### src/hw/rtl/capi_b3_pkg.sv
package capi_b3_pkg;

  typedef enum logic [3:0] {
    M_CONN_REQ    = 4'd0,
    M_CONN_RESP   = 4'd1,
    M_ACTIVE_RESP = 4'd2,
    M_DISC_REQ    = 4'd3,
    M_DISC_RESP   = 4'd4,
    M_DATA_REQ    = 4'd5,
    M_DATA_RESP   = 4'd6,
    M_DL_DATA_IND = 4'd7,
    M_DL_DATA_CNF = 4'd8,
    M_DL_EST_IND  = 4'd9,
    M_DL_EST_CNF  = 4'd10,
    M_DL_REL_IND  = 4'd11,
    M_DL_REL_CNF  = 4'd12,
    M_DL_DOWN     = 4'd13,
    M_OTHER_REQ   = 4'd14,
    M_OTHER_RESP  = 4'd15
  } mode_t;

  typedef enum logic [3:0] {
    K_CONN_CONF   = 4'd0,
    K_CONN_IND    = 4'd1,
    K_ACTIVE_IND  = 4'd2,
    K_DISC_CONF   = 4'd3,
    K_DISC_IND    = 4'd4,
    K_DATA_IND    = 4'd5,
    K_DATA_CONF   = 4'd6,
    K_REJECT      = 4'd7,
    K_DL_EST_REQ  = 4'd8,
    K_DL_REL_REQ  = 4'd9,
    K_DL_DATA_REQ = 4'd10,
    K_RELEASE     = 4'd11,
    K_ERROR       = 4'd12
  } kind_t;

  typedef enum logic [2:0] {
    ST_IDLE          = 3'd0,
    ST_CONNECTING    = 3'd1,
    ST_INCOMING      = 3'd2,
    ST_WAIT          = 3'd3,
    ST_ACTIVE        = 3'd4,
    ST_DISCONNECTING = 3'd5,
    ST_DISC_PENDING  = 3'd6
  } conn_t;

  typedef enum logic [1:0] {
    C_IDLE,
    C_DECIDE,
    C_EMIT
  } ctl_state_t;

  localparam logic [3:0] REG_PLCI   = 4'd0;
  localparam logic [3:0] REG_APPL   = 4'd1;
  localparam logic [3:0] REG_WINDOW = 4'd2;

  localparam logic [15:0] INFO_EST_LIMIT = 16'h1000;
  localparam logic [7:0]  HLEN_SHORT     = 8'd22;
  localparam logic [7:0]  HLEN_LONG      = 8'd30;

  typedef struct packed {
    logic [3:0]  kind;
    logic [15:0] info;
    logic [15:0] msg_id;
    logic [15:0] handle;
    logic [2:0]  tag;
    logic [15:0] length;
    logic        layer1;
  } result_t;

  // datapath -> controller: decided plan for the latched event
  typedef struct packed {
    logic [1:0] count;
    result_t    r0;
    result_t    r1;
    result_t    r2;
  } plan_t;

  // controller -> datapath
  typedef struct packed {
    logic load;
    logic commit;
  } cmd_t;

endpackage

### src/hw/rtl/capi_b3_datapath.sv
module capi_b3_datapath #(
  parameter int WINDOW_SLOTS = 8
) (
  input  logic                 clk,
  input  logic                 rst,
  input  capi_b3_pkg::cmd_t    cmd,
  input  logic [3:0]           mode,
  input  logic [15:0]          info,
  input  logic [15:0]          msg_id,
  input  logic [15:0]          data_handle,
  input  logic [2:0]           tag,
  input  logic [7:0]           header_length,
  input  logic [15:0]          data_length,
  input  logic [3:0]           window_size,
  output capi_b3_pkg::plan_t   plan,
  output logic [2:0]           conn_state_now
);
  import capi_b3_pkg::*;

  localparam int SW = (WINDOW_SLOTS > 1) ? $clog2(WINDOW_SLOTS) : 1;

  logic [3:0]  e_mode;
  logic [15:0] e_info, e_mid, e_handle, e_dlen;
  logic [2:0]  e_tag;
  logic [7:0]  e_hlen;

  conn_t       conn_state, conn_state_next;
  logic [15:0] msg_counter, msg_counter_next;
  logic [WINDOW_SLOTS-1:0] xmit_busy, xmit_busy_next, recv_busy, recv_busy_next;
  logic [15:0] xmit_handle [WINDOW_SLOTS];
  logic [15:0] xmit_msgid  [WINDOW_SLOTS];
  logic        xmit_wr;
  logic [SW-1:0] xmit_wr_slot;

  logic [4:0]  eff_win;
  logic        x_found, r_found;
  logic [SW-1:0] x_slot, r_slot, tag_slot;
  logic        tag_ok;
  logic [15:0] tag_wide;
  result_t     rz;

  always_ff @(posedge clk) begin
    if (cmd.load) begin
      e_mode <= mode; e_info <= info; e_mid <= msg_id; e_handle <= data_handle;
      e_tag <= tag; e_hlen <= header_length; e_dlen <= data_length;
    end
    if (xmit_wr) begin
      xmit_handle[xmit_wr_slot] <= e_handle;
      xmit_msgid[xmit_wr_slot]  <= e_mid;
    end
  end

  always_ff @(posedge clk) begin
    if (rst) begin
      conn_state <= ST_IDLE;
      msg_counter <= '0;
      xmit_busy <= '0;
      recv_busy <= '0;
    end else if (cmd.commit) begin
      conn_state <= conn_state_next;
      msg_counter <= msg_counter_next;
      xmit_busy <= xmit_busy_next;
      recv_busy <= recv_busy_next;
    end
  end

  always_comb begin
    eff_win = ({1'b0, window_size} > 5'(WINDOW_SLOTS)) ? 5'(WINDOW_SLOTS)
                                                        : {1'b0, window_size};
    x_found = 1'b0; x_slot = '0;
    r_found = 1'b0; r_slot = '0;
    for (int i = WINDOW_SLOTS - 1; i >= 0; i--) begin
      if (!xmit_busy[i] && 5'(i) < eff_win) begin
        x_found = 1'b1; x_slot = SW'(i);
      end
      if (!recv_busy[i]) begin
        r_found = 1'b1; r_slot = SW'(i);
      end
    end
    tag_wide = {13'd0, e_tag};
    tag_slot = SW'(e_tag);
    tag_ok = ({2'b0, e_tag} < eff_win) && (tag_wide < 16'(WINDOW_SLOTS))
             && xmit_busy[tag_slot];
  end

  always_comb begin
    rz = '0;
    plan = '0;
    plan.r0 = rz; plan.r1 = rz; plan.r2 = rz;
    conn_state_next = conn_state;
    msg_counter_next = msg_counter;
    xmit_busy_next = xmit_busy;
    recv_busy_next = recv_busy;
    xmit_wr = 1'b0;
    xmit_wr_slot = x_slot;
    unique case (mode_t'(e_mode))
      M_CONN_REQ: begin
        if (conn_state != ST_IDLE) begin
          plan.count = 2'd1; plan.r0.kind = K_REJECT; plan.r0.msg_id = e_mid;
        end else if (e_info == 16'd0) begin
          conn_state_next = ST_WAIT;
          plan.count = 2'd2;
          plan.r0.kind = K_CONN_CONF; plan.r0.info = e_info; plan.r0.msg_id = e_mid;
          plan.r1.kind = K_DL_EST_REQ;
        end else begin
          plan.r0.kind = K_RELEASE;
          plan.r1.kind = K_CONN_CONF; plan.r1.info = e_info; plan.r1.msg_id = e_mid;
          plan.r2.kind = K_DL_EST_REQ;
          plan.count = (e_info < INFO_EST_LIMIT) ? 2'd3 : 2'd2;
        end
      end
      M_CONN_RESP: begin
        if (conn_state == ST_INCOMING) begin
          plan.count = 2'd1; plan.r0.msg_id = msg_counter;
          msg_counter_next = msg_counter + 16'd1;
          if (e_info == 16'd0) begin
            plan.r0.kind = K_ACTIVE_IND; conn_state_next = ST_ACTIVE;
            xmit_busy_next = '0; recv_busy_next = '0;
          end else begin
            plan.r0.kind = K_DISC_IND; conn_state_next = ST_DISC_PENDING;
          end
        end
      end
      M_DISC_REQ: begin
        if (conn_state == ST_INCOMING || conn_state == ST_WAIT || conn_state == ST_ACTIVE)
        begin
          conn_state_next = ST_DISCONNECTING;
          plan.count = 2'd2;
          plan.r0.kind = K_DISC_CONF; plan.r0.msg_id = e_mid;
          plan.r1.kind = K_DL_REL_REQ;
        end else begin
          plan.count = 2'd1; plan.r0.kind = K_REJECT; plan.r0.msg_id = e_mid;
        end
      end
      M_DISC_RESP: begin
        if (conn_state == ST_DISC_PENDING) begin
          conn_state_next = ST_IDLE;
          plan.count = 2'd1; plan.r0.kind = K_RELEASE;
        end
      end
      M_DATA_REQ: begin
        plan.count = 2'd1;
        if (conn_state != ST_ACTIVE) begin
          plan.r0.kind = K_REJECT; plan.r0.msg_id = e_mid;
        end else if ((e_hlen != HLEN_SHORT && e_hlen != HLEN_LONG) || !x_found) begin
          plan.r0.kind = K_ERROR;
        end else begin
          xmit_busy_next[x_slot] = 1'b1;
          xmit_wr = cmd.commit;
          plan.r0.kind = K_DL_DATA_REQ; plan.r0.msg_id = e_mid;
          plan.r0.handle = e_handle; plan.r0.tag = 3'(x_slot);
        end
      end
      M_DATA_RESP: begin
        if (e_handle >= 16'(WINDOW_SLOTS) || !recv_busy[SW'(e_handle)]) begin
          plan.count = 2'd1; plan.r0.kind = K_ERROR;
        end else begin
          recv_busy_next[SW'(e_handle)] = 1'b0;
        end
      end
      M_DL_DATA_IND: begin
        if (conn_state == ST_ACTIVE) begin
          plan.count = 2'd1;
          if (!r_found) begin
            plan.r0.kind = K_ERROR;
          end else begin
            recv_busy_next[r_slot] = 1'b1;
            msg_counter_next = msg_counter + 16'd1;
            plan.r0.kind = K_DATA_IND; plan.r0.msg_id = msg_counter;
            plan.r0.handle = 16'(r_slot); plan.r0.length = e_dlen;
          end
        end
      end
      M_DL_DATA_CNF: begin
        if (conn_state == ST_ACTIVE) begin
          plan.count = 2'd1;
          if (!tag_ok) begin
            plan.r0.kind = K_ERROR;
          end else begin
            xmit_busy_next[tag_slot] = 1'b0;
            plan.r0.kind = K_DATA_CONF; plan.r0.msg_id = xmit_msgid[tag_slot];
            plan.r0.handle = xmit_handle[tag_slot]; plan.r0.tag = e_tag;
          end
        end
      end
      M_DL_EST_IND, M_DL_EST_CNF: begin
        if (conn_state == ST_IDLE) begin
          plan.count = 2'd1; plan.r0.kind = K_CONN_IND; plan.r0.msg_id = msg_counter;
          msg_counter_next = msg_counter + 16'd1;
          conn_state_next = ST_INCOMING;
        end else if (mode_t'(e_mode) == M_DL_EST_CNF && conn_state == ST_WAIT) begin
          plan.count = 2'd1; plan.r0.kind = K_ACTIVE_IND; plan.r0.msg_id = msg_counter;
          msg_counter_next = msg_counter + 16'd1;
          conn_state_next = ST_ACTIVE;
          xmit_busy_next = '0; recv_busy_next = '0;
        end
      end
      M_DL_REL_IND, M_DL_REL_CNF, M_DL_DOWN: begin
        if ((mode_t'(e_mode) == M_DL_REL_IND &&
             (conn_state == ST_WAIT || conn_state == ST_ACTIVE)) ||
            (mode_t'(e_mode) == M_DL_REL_CNF && conn_state == ST_DISCONNECTING) ||
            (mode_t'(e_mode) == M_DL_DOWN &&
             (conn_state == ST_ACTIVE || conn_state == ST_DISCONNECTING))) begin
          plan.count = 2'd1; plan.r0.kind = K_DISC_IND; plan.r0.msg_id = msg_counter;
          plan.r0.layer1 = (mode_t'(e_mode) == M_DL_DOWN);
          msg_counter_next = msg_counter + 16'd1;
          conn_state_next = ST_DISC_PENDING;
        end
      end
      M_OTHER_REQ: begin
        plan.count = 2'd1; plan.r0.kind = K_REJECT; plan.r0.msg_id = e_mid;
      end
      default: ;
    endcase
  end

  assign conn_state_now = conn_state;

endmodule

### src/hw/rtl/capi_b3_ctrl.sv
module capi_b3_ctrl (
  input  logic                 clk,
  input  logic                 rst,
  input  logic                 in_valid,
  output logic                 in_ready,
  input  capi_b3_pkg::plan_t   plan,
  input  logic [2:0]           conn_state_now,
  output capi_b3_pkg::cmd_t    cmd,
  output logic                 m_axis_tvalid,
  input  logic                 m_axis_tready,
  output logic [79:0]          m_axis_tdata,
  output logic                 m_axis_tlast
);
  import capi_b3_pkg::*;

  ctl_state_t state, state_next;
  result_t    q [3];
  logic [1:0] cnt, idx;
  result_t    cur;

  always_ff @(posedge clk) begin
    if (rst) begin
      state <= C_IDLE;
      idx <= '0;
      cnt <= '0;
    end else begin
      state <= state_next;
      if (state == C_DECIDE) begin
        cnt <= plan.count;
        idx <= '0;
      end else if (state == C_EMIT && m_axis_tready) begin
        idx <= idx + 2'd1;
      end
    end
  end

  // latch results of the event
  always_ff @(posedge clk) begin
    if (state == C_DECIDE) begin
      q[0] <= plan.r0; q[1] <= plan.r1; q[2] <= plan.r2;
    end
  end

  always_comb begin
    state_next = state;
    cmd = '0;
    in_ready = (state == C_IDLE);
    unique case (state)
      C_IDLE: if (in_valid) begin
        cmd.load = 1'b1;
        state_next = C_DECIDE;
      end
      C_DECIDE: begin
        cmd.commit = 1'b1;
        state_next = (plan.count == 2'd0) ? C_IDLE : C_EMIT;
      end
      C_EMIT: if (m_axis_tready && idx + 2'd1 == cnt) state_next = C_IDLE;
      default: state_next = C_IDLE;
    endcase
  end

  assign cur = q[idx];
  assign m_axis_tvalid = (state == C_EMIT);
  assign m_axis_tlast  = (idx + 2'd1 == cnt);
  // after commit the datapath state already holds the new connection state
  assign m_axis_tdata = {5'd0, conn_state_now, cur.layer1, cur.length, cur.tag,
                         cur.handle, cur.msg_id, cur.info, cur.kind};

endmodule

### src/hw/rtl/capi_b3_connection_controller_core.sv
// B3 connection controller. Each input word is one event (mode in tuser, the
// other fields packed in tdata); the block answers with zero to three result
// words, tlast on the final one. An event is decided and committed in the
// datapath in the decide state; results go out one per cycle while the output
// is ready; a new event is taken only after all results of the previous one
// are gone. Configuration writes via the cfg channel are taken at once.
module capi_b3_connection_controller_core #(
  parameter int WINDOW_SLOTS = 8
) (
  input  logic        clk,
  input  logic        rst,
  input  logic        s_axis_tvalid,
  output logic        s_axis_tready,
  // info[15:0], msg_id[31:16], data_handle[47:32], tag[50:48],
  // header_length[58:51], data_length[74:59], zero fill
  input  logic [79:0] s_axis_tdata,
  input  logic [3:0]  s_axis_tuser,    // mode
  output logic        m_axis_tvalid,
  input  logic        m_axis_tready,
  // kind[3:0], out_info[19:4], out_msg_id[35:20], out_handle[51:36],
  // out_tag[54:52], out_length[70:55], layer1_reason[71],
  // conn_state_now[74:72], zero fill
  output logic [79:0] m_axis_tdata,
  output logic        m_axis_tlast,
  input  logic        cfg_valid,
  output logic        cfg_ready,
  input  logic [3:0]  cfg_index,
  input  logic [15:0] cfg_data
);
  import capi_b3_pkg::*;

  logic [15:0] plci_address, appl_id;
  logic [3:0]  window_size;
  plan_t       plan;
  cmd_t        cmd;
  logic [2:0]  conn_state_now;

  assign cfg_ready = 1'b1;

  always_ff @(posedge clk) begin
    if (rst) begin
      plci_address <= '0;
      appl_id <= '0;
      window_size <= 4'd8;
    end else if (cfg_valid) begin
      if (cfg_index == REG_PLCI) plci_address <= cfg_data;
      if (cfg_index == REG_APPL) appl_id <= cfg_data;
      if (cfg_index == REG_WINDOW) window_size <= cfg_data[3:0];
    end
  end

  capi_b3_datapath #(.WINDOW_SLOTS(WINDOW_SLOTS)) u_dp (
    .clk, .rst, .cmd,
    .mode(s_axis_tuser),
    .info(s_axis_tdata[15:0]),
    .msg_id(s_axis_tdata[31:16]),
    .data_handle(s_axis_tdata[47:32]),
    .tag(s_axis_tdata[50:48]),
    .header_length(s_axis_tdata[58:51]),
    .data_length(s_axis_tdata[74:59]),
    .window_size,
    .plan,
    .conn_state_now
  );

  capi_b3_ctrl u_ctrl (
    .clk, .rst,
    .in_valid(s_axis_tvalid),
    .in_ready(s_axis_tready),
    .plan,
    .conn_state_now,
    .cmd,
    .m_axis_tvalid,
    .m_axis_tready,
    .m_axis_tdata,
    .m_axis_tlast
  );

endmodule

### config.mk
export PLATFORM = sky130hd
export DESIGN_NAME = capi_b3_connection_controller_core
export DESIGN_NICKNAME = d
export VERILOG_FILES = /design/src/hw/rtl/capi_b3_pkg.sv /design/src/hw/rtl/capi_b3_datapath.sv /design/src/hw/rtl/capi_b3_ctrl.sv /design/src/hw/rtl/capi_b3_connection_controller_core.sv
export SDC_FILE = /design/constraint.sdc
export NUM_CORES = 1
export LEC_CHECK = 0
export BUFFER_PORTS_ARGS = -buffer_cell sky130_fd_sc_hd__buf_4
export CAP_MARGIN = 5
export CORE_ASPECT_RATIO = 0.6
export CORE_UTILIZATION = 35
export CTS_CLUSTER_DIAMETER = 40
export DETAILED_ROUTE_END_ITERATION = 10
export HOLD_SLACK_MARGIN = 0.1
export PLACE_DENSITY = 0.6
export RECOVER_POWER = 50
export SETUP_SLACK_MARGIN = 0.2
export SYNTH_ARGS = -nofsm -noshare
export SYNTH_HDL_FRONTEND = slang
export SYNTH_SLANG_ARGS = --single-unit
### constraint.sdc
create_clock -name clk -period 14.4 [get_ports clk]
set_input_delay 1.44 -clock clk [delete_from_list [all_inputs] [get_ports clk]]
set_output_delay 1.44 -clock clk [all_outputs]
set_load 0.05 [all_outputs]
==> results of run 1 <==
[cells in the mapped netlist (4+ instances only)]
library cell | number | area [um2]
nand2b_1 | 24 | 150
nor4b_1 | 4 | 35.0
nor2b_1 | 11 | 68.8
nand3_1 | 12 | 60.1
buf_1 | 6 | 22.5
or3_1 | 4 | 25.0
a221o_1 | 16 | 160
o21ai_0 | 47 | 235
o41ai_1 | 4 | 35.0
a31oi_1 | 11 | 68.8
buf_6 | 6 | 67.6
o311ai_1 | 6 | 52.6
a211o_1 | 6 | 52.6
inv_1 | 20 | 75.1
mux2i_1 | 73 | 731
mux4_2 | 66 | 1490
nor4_1 | 7 | 43.8
and2_1 | 89 | 557
a22oi_1 | 4 | 30.0
buf_4 | 10 | 75.1
and3_1 | 6 | 37.5
buf_2 | 21 | 105
nor2_1 | 105 | 394
clkbuf_1 | 49 | 184
nand2_1 | 58 | 218
nor3_1 | 9 | 45.0
nand4_1 | 8 | 50.1
a2bb2oi_1 | 4 | 35.0
o21a_1 | 4 | 30.0
edfxtp_1 | 441 | 13200
o22ai_1 | 4 | 25.0
a21oi_1 | 31 | 155
o211ai_1 | 4 | 30.0
nand3b_1 | 7 | 52.6
or4_1 | 14 | 105
dfxtp_1 | 50 | 1000
o31ai_1 | 22 | 165
a211oi_1 | 5 | 37.5
[cells by family (layout without fill, tap and decap cells)]
kind of cell,Yosys count,count (layout),synth area share (%)
flip-flops,491,491,68.8
buffers and inverters,112,311,2.56
AO/OA/AOI/OAI,210,210,7.27
XOR/XNOR,2,2,0.0846
other,2,23,0.0363
multiplexers,141,141,10.8
AND/OR/NAND/NOR,385,385,10.2
adder cells (fa/ha/maj),3,3,0.181
[worst reg2reg max path, cell delays in order, from the launching register on]
cell	delay [ps]
dfxtp_1	380
nand2b_1	280
clkinvlp_2	1070
clkbuf_1	3150
[area by class of cell]
class	instances	share of cell area [%]
clock buffers	70	5.99
flip-flops and latches	491	58.3
repair buffers	189	5.58
clock inverters	32	1.20
inverters	20	0.312
well taps	770	3.94
diodes	1	0.0102
multi-input cells	763	24.6
[layout by cell type (no fill, tap or decap), types with 48 or more instances in the layout]
master	n
edfxtp_1	441
buf_4	105
nor2_1	96
mux2i_1	73
clkbuf_4	69
mux4_2	66
and2_1	66
nand2_1	58
clkbuf_16	55
o21ai_0	48
[per-layer routing]
layer	up-vias	share of wire, %	wire [um]
li1	5594	-	-
met1	6226	48	24300
met2	444	43	21700
met3	69	7.3	3710
met4	0	1.9	959
met5	-	0	0
[registers in the layout, summed over array words and instances, names as in the netlist, named ones only]
signal,flops
window_size,4
u_dp.e_handle,16
u_dp.e_hlen,7
u_dp.e_tag,3
u_ctrl.cnt,2
u_dp.xmit_handle,128
u_dp.xmit_msgid,128
u_dp.e_mid,16
u_ctrl.idx,2
u_dp.xmit_busy,8
u_dp.e_mode,4
u_dp.conn_state_now,3
u_ctrl.state,2
u_dp.msg_counter,16
u_dp.e_dlen,16
u_ctrl.q,107
u_dp.e_info,16
u_dp.recv_busy,8
[power by group through the flow]
stage	sequential (uW)	clock [uW]	combinational, uW
final	1630	1350	254
after global placement	1660	0	257
after floorplan	1640	0	190
after detailed placement	1660	0	260
after CTS	1630	1390	260
after global routing	1640	1440	273
[path summary, 6_finish.rpt]
path	slack, ps	depth (start not counted)	to	start
worst min register to register	510	2	u_dp.msg_counter[5]	u_dp.msg_counter[5]
worst max register to register	8950	3	u_ctrl.q[0][42]	u_ctrl.state[1]
worst min-delay path	510	2	u_dp.msg_counter[5]	u_dp.msg_counter[5]
worst max-delay path	8730	4	flop	s_axis_tvalid
[per-stage QoR]
step | hold WS, ps | total power (uW)
detailed placement | 491 | 1920
finish | 506 | 3240
global route | 535 | 3360
global placement | 482 | 1920
floorplan | 452 | 1830
CTS | 499 | 3280
==> flow_summary.yaml, run 1 <==
outcome:
  status: "finished, violations left"
  violations: "capacitance limit, slew limit"
global_route:
  grt_remaining_overflow: 0
  use_met3_pct: 3.70
  use_met1_pct: 25.3
  antenna_found_initial: 2
  grt_start_max_net_pins: 81
  grt_pass1_wl_um: 75900
  grt_usage_pct: 16.9
  grt_pass1_vias: 12100
  grt.busiest_layer: "met1"
  met2_usage_pct: 24.6
power:
  swShare_pct: 24.5
  ir_drop_mv: 0.0914
  clockPowerShare_pct: 41.7
  combPwrFrac_pct: 7.9
  share_seq_of_total_power_pct: 50.5
  p_int_uw: 2440
  power_switching_uw: 793
  p_per_area_mw_per_mm2: 132
  cellLeakagePower_uw: 0.00804
placement:
  place_inst: 2233
  place_area_mm2: 0.0227
  gp_congestion: 0.874
  place_ws_ps: 10310
  dp.final_hpwl_um: 30300
  portBuffers: 168
floorplan:
  dieArea_mm2: 0.0601
  io_pins: 193
  fp.dieW_um: 316
  die_y_um: 190
  fp.coreArea_mm2: 0.0579
  initial_core_util_pct: 35.7
  placementRows: 68
critical_path:
  cp_top_family: "buffers and inverters"
  end_kind: "flop"
  start_kind: "input pin"
  cp.arrival_ps: 5990
  max_stage_delay_ps: 3060
  cp_cell_sequence: "clkbuf_4 -> and2_0 -> clkbuf_1 -> o21ai_0"
  crit_required_ps: 14720
  critical_path_buf_inv_count: 2
  path_max_fanout: 64
  critPathSlowestCell: "clkbuf_1"
  crit_type: "in -> reg"
timing:
  fin_tns_setup_ps: 0
  finalSetupViolations: 0
  final_max_slew_viol_count: 258
  relSlewSlack_pct: -194
  finClkSkew_ps: 39.2
  fin_ws_ps: 8730
  fmax_mhz: 176
  period_minus_slack_ps: 5670
  final_hold_viol_count: 0
  fin_crit_sh_pct: 39.3
  tightest_slew_ps: 4410
  rsz0062_at_grt: "no"
final_layout:
  final_area_mm2: 0.0244
  final-seq-area_mm2: 0.0143
  syn_to_final_growth_pct: 18.1
  fill_cells: 5289
  final_nets: 1631
  final_util_pct: 42.2
  multiInputGateArea_mm2: 0.00602
  layout.cells.non_filler: 2336
  drive_above_1_share_pct: 23.0
cts:
  cts-resized-gates: 0
  cts_buffer_depth: 3
  htree_levels: 2
  clkTransAtPathRegs_ps: 60
  insertion_delay_ps: 620
  cts_tree: "yes"
  clkSinkCount: 491
  cts_buffers: 54
  cts_root_buffer: "clkbuf_16"
  ctsHoldBuffers: 0
  cts_setup_buffers: 0
logic_synthesis:
  yosysSeqAreaShare_pct: 68.8
  ys_ff_latch: 491
  synth_flop_cell: "edfxtp_1"
  synth_edf_count: 441
  syn_inst: 1346
  netlist_area_mm2: 0.0207
  async_reset_ff_share_pct: 0
  ys_warn_count: 0
  synth_cell_types: 84
  avgSynthCellArea_um2: 15.4
route:
  drtAntennaViolNets: 0
  dr.pass1.iters: 7
  routedWlPerCell_um: 21.7
  wirelength_um: 50700
  vias: 12300
  first_iter_violations: 1220
  detail_route.vias_per_cell: 5.28
  route.detailed.drc: 0
worst_hold_path:
  holdCritPathClass: "reg -> reg"
run:
  maxCapViolCount: 5
Power figures use the tool's default switching activity.
==> run 2, diff against run 1 <==
--- a/config.mk
+++ b/config.mk
@@ -5,6 +5,7 @@
 export SDC_FILE = /design/constraint.sdc
 export NUM_CORES = 1
 export LEC_CHECK = 0
+export ABC_AREA = 1
 export BUFFER_PORTS_ARGS = -buffer_cell sky130_fd_sc_hd__buf_4
 export CAP_MARGIN = 5
 export CORE_ASPECT_RATIO = 0.6
==> constraint.sdc (replaced) <==
create_clock -name clk -period 5.4 [get_ports clk]
set_input_delay 0.54 -clock clk [delete_from_list [all_inputs] [get_ports clk]]
set_output_delay 0.54 -clock clk [all_outputs]
set_load 0.05 [all_outputs]
==> run 2 against run 1 <==
Compared with the run above: the run still ends with capacitance limit, slew limit left; wire length rose by 6.7%; sequential power rose to 2.7 times the previous value; final area rose by 3.2%; non-clock buffer count rose by 59; die area rose by 1.0%; sequential share of layout area fell by 1.8 points; register-to-register slack got worse by 7600 ps; global-route usage rose by 0.79 points; clock power rose to 2.6 times the previous value.
==> flow_summary.yaml, run 2 <==
outcome:
  status: "finished, violations left"
  violations: "capacitance limit, slew limit"
critical_path:
  path_max_fanout: 37
  crit_required_ps: 5910
  cp-endpoint: "u_dp.recv_busy[5]"
  cp.arrival_ps: 4510
  ff2ff_path_depth: 11
  r2r_start: "u_ctrl.state[0]"
  worstSetupStartpoint: "u_ctrl.state[0]"
  ff2ff_setup_slack_ps: 1400
  start_kind: "flop"
  r2r-end: "u_dp.recv_busy[5]"
  end_kind: "flop"
  crit_type: "reg -> reg"
logic_synthesis:
  yosysSeqAreaShare_pct: 68.1
  yosysMostFrequentCell: "edfxtp_1"
  synth_flop_cell: "edfxtp_1"
  ys_warn_count: 0
  syn_inst: 1920
  synthTopCellsByCount: "edfxtp_1 (441), nand2_1 (413), nor2_1 (260), inv_1 (137), a21oi_1 (131)"
  synth_edf_count: 441
  avgSynthCellArea_um2: 10.9
  synth_cell_types: 47
  ys_ff_latch: 491
  synth_top_area_cell: "edfxtp_1"
  synth_area_leaders: "edfxtp_1 (63%), nand2_1 (7.4%), dfxtp_1 (4.8%), nor2_1 (4.7%), a21oi_1 (3.1%)"
  async_reset_ff_share_pct: 0
  synth.top_cell.area_share_pct: 63.3
  netlist_area_mm2: 0.0209
route:
  dr.pass1.iters: 7
  routedWlPerCell_um: 18.3
  first_iter_violations: 1396
  wirelength_um: 54100
  detail_route.vias_per_cell: 5.01
  vias: 14800
  drtAntennaViolNets: 0
  route.detailed.drc: 0
cts:
  cts_tree: "yes"
  clkSinkCount: 491
  ctsHoldBuffers: 59
  cts_buffer_depth: 3
  htree_levels: 2
  cts_root_buffer: "clkbuf_16"
  cts-resized-gates: 0
  cts_setup_buffers: 0
  clkTransAtPathRegs_ps: 60
  insertion_delay_ps: 610
  cts_buffers: 52
worst_hold_path:
  holdCritPathClass: "in -> reg"
  min_path_cells: 1
timing:
  finalSetupViolations: 0
  fmax_mhz: 250
  rsz0062_at_grt: "no"
  fin_crit_sh_pct: 74.1
  relSlewSlack_pct: -48.1
  whs_ps: 157
  final_hold_viol_count: 0
  fin_tns_setup_ps: 0
  final_max_slew_viol_count: 153
  tightest_slew_ps: 2220
  finClkSkew_ps: 35.1
  period_minus_slack_ps: 4000
final_layout:
  final-seq-area_mm2: 0.0143
  final_common_cell: "edfxtp_1"
  syn_to_final_growth_pct: 20.6
  multiInputGateArea_mm2: 0.00575
  fill_cells: 5480
  drive_above_1_share_pct: 14.5
  final_cell_mix: "edfxtp_1 (441), nand2_1 (413), nor2_1 (256), inv_1 (137), a21oi_1 (131)"
  n_antenna_cell: 0
  final_nets: 2263
  reg_top3: "u_dp.xmit_handle (128), u_dp.xmit_msgid (128), u_ctrl.q (107)"
power:
  p_per_area_mw_per_mm2: 347
  ir_drop_mv: 0.243
  cellLeakagePower_uw: 0.00957
global_route:
  grt_remaining_overflow: 0
  grt_usage_pct: 17.6
  antenna_found_initial: 0
  grt_pass1_vias: 14200
  grt_pass1_wl_um: 83100
  grt_start_max_net_pins: 101
floorplan:
  fp.coreArea_mm2: 0.0583
  dieArea_mm2: 0.0608
  die_y_um: 191
  io_pins: 193
  placementRows: 68
  initial_core_util_pct: 35.9
  fp.dieW_um: 318
placement:
  dp.final_hpwl_um: 33300
  portBuffers: 168
  gp_congestion: 0.883
run:
  maxCapViolCount: 4
-- run 2: changes by cell type after synthesis, sizes merged, moves of 20 or more --
cell,delta
a21oi,+100
a22oi,+21
a32o,+28
and2,-89
inv,+134
mux2i,-73
mux4,-66
nand2,+366
nand2b,-24
nand3,+40
nor2,+169
nor3,+21
o21ai,+63
o31ai,-20
-- run 2: how the worst min path moves through the flow --
stage                endpoint             start  slack, ps
6_report        u_dp.e_mid[9]  s_axis_tdata[25]        160
5_1_grt        u_dp.e_dlen[8]  s_axis_tdata[67]        120
4_1_cts         u_dp.e_mid[2]  s_axis_tdata[18]        100
3_5_place_dp    u_ctrl.cnt[0]     u_ctrl.cnt[0]        460
3_3_place_gp    u_ctrl.cnt[0]     u_ctrl.cnt[0]        460
2_1_floorplan   u_ctrl.cnt[0]     u_ctrl.cnt[0]        440
-- run 2: routing by layer --
metal,share of wire (%),GRT usage [%],vias up,wire length [um]
met4,1.5,3.88,0,797
met3,6.3,3.09,61,3400
met1,48,26.1,7193,26200
met5,0,0,-,0
met2,44,26.9,441,23700
li1,-,-,7145,-
-- run 2: final cells by class --
type	count	area share, %
Tap cell	770	3.82
Multi-Input combinational cell	1204	22.8
Sequential cell	491	56.5
Inverter	154	2.33
Timing Repair Buffer	248	7.78
Clock buffer	64	5.59
Clock inverter	30	1.19
-- run 2: cells by family (layout without fill, tap and decap cells) --
family	count (synthesis)	count (layout)	synth area share [%]
xor+xnor	11	11	0.461
buf+inv	245	496	4.75
simple gates	817	817	16.3
flops	491	491	68.1
other cells	2	22	0.0359
compound gates	351	351	10.1
fa+ha+maj	3	3	0.180
-- run 2: metrics by stage --
step,cell area [um2],total power [uW],setup WS (ps),utilization [%],cells
6_report,25200,8760,1400,43.3,2961
5_1_grt,25200,9110,948,43.3,2961
4_1_cts,25300,8870,1750,43.4,2960
2_1_floorplan,21000,4950,1220,-,1940
3_3_place_gp,23000,5230,1880,39.4,2807
3_5_place_dp,23000,5250,1830,39.4,2807
-- run 2: where the power goes --
| part | internal (uW) | switching [uW] |
|---|---|---|
| combinational | 266 | 561 |
| sequential | 4260 | 112 |
| clock | 2020 | 1540 |
-- run 2: worst max-delay path, cell delays in order, from the launching register on --
cell and delay [ps]:
dfxtp_1 350, inv_1 50, nor2_1 200, clkbuf_1 1600, inv_1 420, a21oi_4 330
nand3_2 120, nor3_2 210, nand2_2 160, inv_2 210, nand3_1 120, a21oi_1 140
